**src/hdl/motor_encoder_wheel_model_macros.svh**
```systemverilog
// assertion macros shared by the encoder wheel model rtl
// no dependencies; included by the modules that carry assertions
`ifndef MOTOR_ENCODER_WHEEL_MODEL_MACROS_SVH
`define MOTOR_ENCODER_WHEEL_MODEL_MACROS_SVH

// property that must hold at every clock edge outside reset
`define MEWM_ASSERT_ALWAYS(label, clk, rst_n, expr, msg) \
	label: assert property (@(posedge clk) disable iff (!rst_n) (expr)) \
		else $error(msg);

// property whose consequent must hold in the cycle after the antecedent
`define MEWM_ASSERT_NEXT(label, clk, rst_n, ante, cons, msg) \
	label: assert property (@(posedge clk) disable iff (!rst_n) (ante) |=> (cons)) \
		else $error(msg);

`endif

```
**src/hdl/encw_pkg.sv**
```systemverilog
// shared types and codes for the encoder wheel model
// no dependencies; imported by every module of the block
package encw_pkg;

	localparam int POSITION_W = 8;
	localparam int COUNT_W    = 16;

	localparam logic [POSITION_W-1:0] START_POS = 8'd60;

	// item kinds; any other code just reads
	localparam logic [1:0] KIND_TICK    = 2'd0;
	localparam logic [1:0] KIND_SET_DIR = 2'd1;
	localparam logic [1:0] KIND_READ    = 2'd2;

	// turn directions; any other code means reverse
	localparam logic [1:0] DIR_STOP = 2'd0;
	localparam logic [1:0] DIR_FWD  = 2'd1;
	localparam logic [1:0] DIR_REV  = 2'd2;

	typedef struct packed {
		logic [1:0] kind;
		logic       motor;
		logic [1:0] direction;
	} cmd_word_t;

	typedef struct packed {
		logic [COUNT_W-1:0]    pulse_count;
		logic [POSITION_W-1:0] position;
		logic                  wheel_level;
	} rsp_word_t;

	// per-motor controls for one item
	typedef struct packed {
		logic       step;
		logic       set_dir;
		logic [1:0] direction;
	} wheel_ctl_t;

endpackage

```
**src/hdl/encw_level.sv**
```systemverilog
// encoder wheel level lookup: constant slot map built at elaboration
// depends on encw_pkg
module encw_level import encw_pkg::*; #(
	parameter int POSITIONS = 128,
	parameter int HOLES     = 16,
	parameter int MASKED    = 1
) (
	input  logic [$clog2(POSITIONS)-1:0] pos,
	output logic                         level
);

	logic [POSITIONS-1:0] slot_map;

	// high on odd half-slots, and over the masked sector at the top of the wheel
	for (genvar g = 0; g < POSITIONS; g++) begin : g_map
		localparam int Half = ((g * 2 * HOLES) / POSITIONS) % 2;
		localparam bit Mask = (MASKED > HOLES) || ((g * HOLES) / POSITIONS >= HOLES - MASKED);
		assign slot_map[g] = (Half != 0) || Mask;
	end

	assign level = slot_map[pos];

endmodule

```
**src/hdl/encw_wheel.sv**
```systemverilog
// one motor with its encoder wheel: position, direction and edge counter
// depends on encw_pkg, encw_level and the assertion macro header
`include "motor_encoder_wheel_model_macros.svh"

module encw_wheel import encw_pkg::*; #(
	parameter int POSITIONS = 128,
	parameter int HOLES     = 16,
	parameter int MASKED    = 1
) (
	input  logic       clk,
	input  logic       arst_n,
	input  wheel_ctl_t ctl,
	output rsp_word_t  view
);

	localparam int PW = $clog2(POSITIONS);

	logic [PW-1:0]      pos_q, pos_step, pos_nx;
	logic [1:0]         dir_q, dir_nx;
	logic [COUNT_W-1:0] count_q, count_nx;
	logic               lvl_now, lvl_nx;

	always_comb begin
		unique case (dir_q)
			DIR_STOP: pos_step = pos_q;
			DIR_FWD:  pos_step = (pos_q == PW'(POSITIONS - 1)) ? '0 : pos_q + PW'(1);
			default:  pos_step = (pos_q == '0) ? PW'(POSITIONS - 1) : pos_q - PW'(1);
		endcase
	end

	assign pos_nx = ctl.step ? pos_step : pos_q;

	always_comb begin
		dir_nx = dir_q;
		if (ctl.set_dir) begin
			unique case (ctl.direction)
				DIR_STOP: dir_nx = DIR_STOP;
				DIR_FWD:  dir_nx = DIR_FWD;
				default:  dir_nx = DIR_REV;
			endcase
		end
	end

	encw_level #(.POSITIONS(POSITIONS), .HOLES(HOLES), .MASKED(MASKED)) u_lvl_now (
		.pos   (pos_q),
		.level (lvl_now)
	);

	encw_level #(.POSITIONS(POSITIONS), .HOLES(HOLES), .MASKED(MASKED)) u_lvl_nx (
		.pos   (pos_nx),
		.level (lvl_nx)
	);

	// count a low-to-high wheel transition
	assign count_nx = (ctl.step && !lvl_now && lvl_nx) ? count_q + COUNT_W'(1) : count_q;

	always_ff @(posedge clk or negedge arst_n) begin
		if (!arst_n) begin
			pos_q   <= PW'(START_POS);
			dir_q   <= DIR_STOP;
			count_q <= '0;
		end else begin
			pos_q   <= pos_nx;
			dir_q   <= dir_nx;
			count_q <= count_nx;
		end
	end

	assign view.pulse_count = count_nx;
	assign view.position    = POSITION_W'(pos_nx);
	assign view.wheel_level = lvl_nx;

	`MEWM_ASSERT_ALWAYS(a_pos_range, clk, arst_n, 32'(pos_q) < POSITIONS, "position out of range")
	`MEWM_ASSERT_NEXT(a_hold_no_step, clk, arst_n, !ctl.step, $stable(pos_q), "position moved without a tick")
	`MEWM_ASSERT_NEXT(a_stop_holds, clk, arst_n, dir_q == DIR_STOP, $stable(pos_q) && $stable(count_q), "stopped motor moved")
	`MEWM_ASSERT_NEXT(a_count_step, clk, arst_n, 1'b1, (count_q == $past(count_q)) || (count_q == $past(count_q) + COUNT_W'(1)), "edge count jumped")

endmodule

```
**config.mk**
```make
export PLATFORM = sky130hd
export DESIGN_NAME = encw_wheel
export DESIGN_NICKNAME = d
export VERILOG_FILES = /design/src/hdl/encw_pkg.sv /design/src/hdl/encw_level.sv /design/src/hdl/encw_wheel.sv
export VERILOG_INCLUDE_DIRS = /design/src /design/src/hdl
export SDC_FILE = /design/constraint.sdc
export NUM_CORES = 1
export LEC_CHECK = 0
export ABC_AREA = 1
export BUFFER_PORTS_ARGS = -buffer_cell sky130_fd_sc_hd__buf_4
export CAP_MARGIN = 15
export CORE_MARGIN = 2
export CORE_UTILIZATION = 55
export CTS_CLUSTER_DIAMETER = 50
export DETAILED_ROUTE_END_ITERATION = 6
export GPL_TIMING_DRIVEN = 0
export MAX_ROUTING_LAYER = met4
export PLACE_DENSITY = 0.78
export REMOVE_ABC_BUFFERS = 1
export SLEW_MARGIN = 20
export SYNTH_ARGS = -nofsm -noshare
export SYNTH_HDL_FRONTEND = slang
export SYNTH_SLANG_ARGS = --single-unit
```
**constraint.sdc**
```tcl
create_clock -name clk -period 2.5 [get_ports clk]
set_input_delay 0.5 -clock clk [delete_from_list [all_inputs] [get_ports clk]]
set_output_delay 0.5 -clock clk [all_outputs]
set_load 0.02 [all_outputs]
```
After elaboration in Yosys (flattened, before gate mapping):

Memory sizes are Yosys's and may differ from the RTL's.
Cells that the tools add are included.

* memory bits (read-only): 256
* logic and storage cells: 27
* register bits: 25
* bits of input ports: 6
* memories kept: 2

Memories
* (no name shown): words 128, bits a word 1, rd ports 1, clocked after Yosys merged registers in 0, write ports 0, line encw_level.sv:21 `assign level = slot_map[pos];`
* (no name shown): words 128, bits a word 1, rd ports 1, clocked after Yosys merged registers in 0, write ports 0, line encw_level.sv:21

* equality and inequality tests: 3
* magnitude comparators: 2
* muxes and demuxes: 8
* reduce and logical (&&, ||, !) cells: 6
* add/sub/neg operators: 3

Operators with widths (count)
* 2-to-1 mux 7 bit: 3
* adder 16 x 1 -> 16 bit, second input constant: 1
* less-than comparator 7 x 8 -> 1 bit, second input constant: 2
* 2-to-1 mux 16 bit: 1
* case mux 7 bit (2 select lines): 1
* adder 7 x 1 -> 7 bit, second input constant: 1
* == test 7 bit, second input constant: 1
* logical NOT 7 bit: 1
* subtractor 7 x 1 -> 7 bit, second input constant: 1
* == test 2 x 1 -> 1 bit, second input constant: 2
* logical NOT 2 bit: 2
* case mux 2 bit (2 select lines): 1
* logical AND 1 bit: 2
* 2-to-1 mux 1 bit: 2
* logical NOT 1 bit: 1

Depth between registers and ports, before layout:

* depth in word-level cells: 8
* depth in mapped cells: 16
* depth with buffers taken out: 15

Cells and area by module:

Synthesis repeated with hierarchy kept, for this count alone.

* cell total of the unflattened synthesis: 236
* area, all modules: 1672.9 um2

By module, submodules not included
* encw_wheel: area each 1640.3 um2, instances 1, cells each 228
* encw_level: area each 16.3 um2, instances 2, cells each 4

Worst setup path after synthesis:

No wires, ideal clock.

* path kind: flip-flop to output port
* from: reg pos_q[0]
* to: out view[15] (netlist bit)
* arrival: 2.003 ns
* required time: 2.000 ns
* buffers on the path: 1
* stages on the path, launching flop included: 17
* path slack: -0.003 ns
* path through: dfrtp_1 -> inv_1 -> ha_1 -> inv_1 -> nor2_1 -> nand3_2 -> inv_1 -> o21ai_0 -> o21ai_0 -> nand2_1 -> nand2_1 -> nand3_2 -> nand2_4 -> nand2_4 -> buf_6 -> nand2_1 -> nand2_1

RTL lines
* start, declared: line encw_wheel.sv:18 `logic [PW-1:0] pos_q, pos_step, pos_nx;`
* start signal, assigned: line encw_wheel.sv:59 `pos_q <= PW'(START_POS);`
* start signal, assigned: line encw_wheel.sv:63 `pos_q <= pos_nx;`
* end, declared: line encw_wheel.sv:13 `output rsp_word_t view`

==> metrics.txt <==
status finished with violations; failing checks setup timing; synthesized area per cell roughly 7.1 um^2; Overall Global Routing Usage 0.267; crit path kind flip-flop to output port; Max stage delay on crit path about 0.46 ns; num ports 31; die height 60.2 um; Synth warnings 0; vias in the first global route around 1600; power per cell area approximately 860 nW/um^2; WP buf/inv 5; setup violation total in the final timing report 19; Initial Utilization 0.573; DP Worst Slack -0.287 ns; delay-heaviest family, CP simple AND/OR/NAND/NOR gates; die area roughly 3600 um^2; Worst Path Required 2.00 ns; Worst Tran Pin Value between 0.6 and 0.7 ns; unique cell type count in the Yosys netlist 28; Max Cap Viol 0; min Tclk post-route around 3 ns; first-pass iteration count of the detailed router 7; Max clock buf depth 2; peak supply drop roughly 670 uV; hold buffer count at cts 0; grt ovf 0; DRT iter0 DRCs about 170; Clock Latency Late Sink around 0.34 ns; Final period util 1.19; crit path max fanout 7; commonest non-fill, non-tap cells in the layout nand2_1 (44), buf_4 (33), nand2_2 (28), inv_1 (21); layout cells sized above 1 0.463; CTS tree done; post-synthesis register bit count 25; Final Hold Fails 0; Cell Chain, Critical Path inv_2 > ha_4 > inv_2 > nor2_4 > nand3_4 > nand2_4 > nor2_2 > o21ai_1 > nand2_1 > inv_2 > nand3_4 > nand2_8 > buf_12 > nand3_2 > nand2_2 > buf_6; RSZ-0062 raised after global routing yes; GPL Wtd Cong ~0.90; CTS sink count 25; first-pass GRT wire length 7080 um; Routed WL per cell roughly 17 um; die width between 60 and 70 um; Setup Skew 0.00208 ns; Final nets between 300 and 400; pin count of the biggest net entering global routing 26; Mapped Area 1740 um^2; placed cell count 313; wirelength, routed a little under 6000 um; Antenna Cells 0; crit end category output port; Max-slew headroom 0.595; number of slew-limit violations in the final report 0; Final HPWL DP 2910 um; I/O Buffers 29; Post-Syn Instances between 200 and 250; area grow syn2layout 51.9%; Leakage Power about 1.2 nW; Core Box Area about 3000 um^2; total number of vias 2009; Overall Power ~2.3 mW; fmax ~340 MHz; # DRC 0; Final Non-Filler Cells 344; initial antenna violation count 0; Row Count 20; Hold Path Class input port to async pin; crit-path most repeated cell inv_2; sequential share of the synthesized area 0.363; H-tree depth 1; commonest non-fill, non-tap cell in the layout nand2_1; vias per cell approximately 5.8; Post-DRT Antenna Nets 0; clock slew at reported path FFs 0.15 ns; cell depth of the worst setup path 16; Reg2Reg Depth 17; Crit path arrival time between 2 and 2.5 ns; Critical-path top delay cell dfrtp_1; final worst setup slack -0.477 ns; clk root buf clkbuf_4; Startpoint Class flip-flop; CTS buffer count 3
## stage by stage
step | setup TNS [ns] | utilization | hold WS (ns) | instance area (um^2)
6_report | -7.55 | 0.871 | 0.0355 | 2640
2_1_floorplan | -0.538 | - | 0.204 | 1690
3_3_place_gp | -3.67 | 0.648 | 0.418 | 1960
5_1_grt | -9.64 | 0.871 | 0.0463 | 2640
4_1_cts | -6.05 | 0.767 | 0.0482 | 2320
3_5_place_dp | -4.17 | 0.648 | 0.420 | 1960
## routing by layer
layer / vias up / track usage / wire length, um / part of all wire
li1: 893 / - / - / -
met1: 924 / 0.375 / 2430 / 0.41
met2: 162 / 0.391 / 2770 / 0.47
met3: 30 / 0.0411 / 562 / 0.095
met4: 0 / 0.0921 / 170 / 0.029
met5: - / - / 0 / 0
## logic make-up after synthesis
logic type	count (synthesis)	share of synthesized area
flip-flops	25	0.363
AO/OA/AOI/OAI	20	0.0598
adder cells (fa/ha/maj)	4	0.0288
XOR/XNOR	14	0.0707
AND/OR/NAND/NOR	147	0.386
other	1	0.00216
buffers and inverters	35	0.0887
## registers in the layout, summed over array words and instances, names as in the netlist
| signal | flops |
|---|---|
| dir_q | 2 |
| count_q | 16 |
| pos_q | 7 |
## power by group
| part | leakage (nW) | switching [mW] | internal [mW] |
|---|---|---|---|
| Sequential | 0.317 | 0.117 | 0.496 |
| Combinational | 0.886 | 0.831 | 0.626 |
| Clock | 0.0139 | 0.140 | 0.0615 |
| Total | 1.22 | 1.09 | 1.18 |
## layout make-up
| type | count | area (um^2) |
|---|---|---|
| Clock buffer | 3 | 22.5 |
| Timing Repair Buffer | 55 | 538 |
| Sequential cell | 25 | 632 |
| Inverter | 29 | 109 |
| Multi-Input combinational cell | 187 | 1270 |
| Clock inverter | 1 | 7.51 |
| Tap cell | 44 | 55.1 |
| Fill cell | 141 | 392 |
## cells in the mapped netlist
cell,instances,area share
conb_1,1,0.0022
nor2_4,1,0.0065
nor4_1,3,0.011
nor3_1,4,0.012
nand3_1,27,0.078
a311oi_1,1,0.0050
clkbuf_1,1,0.0022
xnor2_1,4,0.020
dfstp_2,4,0.061
or2_2,1,0.0036
inv_2,4,0.0086
ha_1,4,0.029
buf_4,4,0.017
inv_1,25,0.054
nand2_2,4,0.014
nand4_1,4,0.014
nor3_2,1,0.0058
dfrtp_1,21,0.30
nand2_1,72,0.16
o21ai_0,11,0.032
nand2_4,2,0.013
o21ai_1,3,0.0086
nor2_1,24,0.052
buf_6,1,0.0065
xor2_1,10,0.050
a21oi_1,5,0.014
nor2_2,1,0.0036
nand3_2,3,0.017
## worst paths after layout
kind / to / startpoint / slack, ns
worst max-delay path: view[20] / pos_q[1] / -0.48
worst min-delay path: count_q[14] / arst_n / 0.04
worst max register to register: count_q[8] / pos_q[1] / 0.24
worst min register to register: count_q[14] / count_q[14] / 0.61
max in group asynchronous: pos_q[2] / arst_n / 2.16
min in group clk: dir_q[0] / ctl[2] / 0.32
## worst register-to-register path, stage by stage (launching register included)
cell and delay, ns:
dfrtp_1 0.46, inv_2 0.12, ha_4 0.14, inv_2 0.04, nor2_4 0.09, nand3_4 0.11, nand2_4 0.09, nor2_2 0.03
o21ai_1 0.17, nand2_1 0.08, inv_2 0.10, nand3_4 0.10, nand2_8 0.15, nand2_8 0.11, nand2_1 0.09, nand2_2 0.06
buf_4 0.12, buf_4 0.12
## repair_timing
action                     4_1_cts  5_1_grt
buffers inserted                12       13
gates cloned                     1        1
hold endpoints to repair         0        0
gates resized for setup         51       50
setup endpoints to repair       18       20
pin swaps                       19       20
No activity file was read; power rests on OpenSTA's default activity.
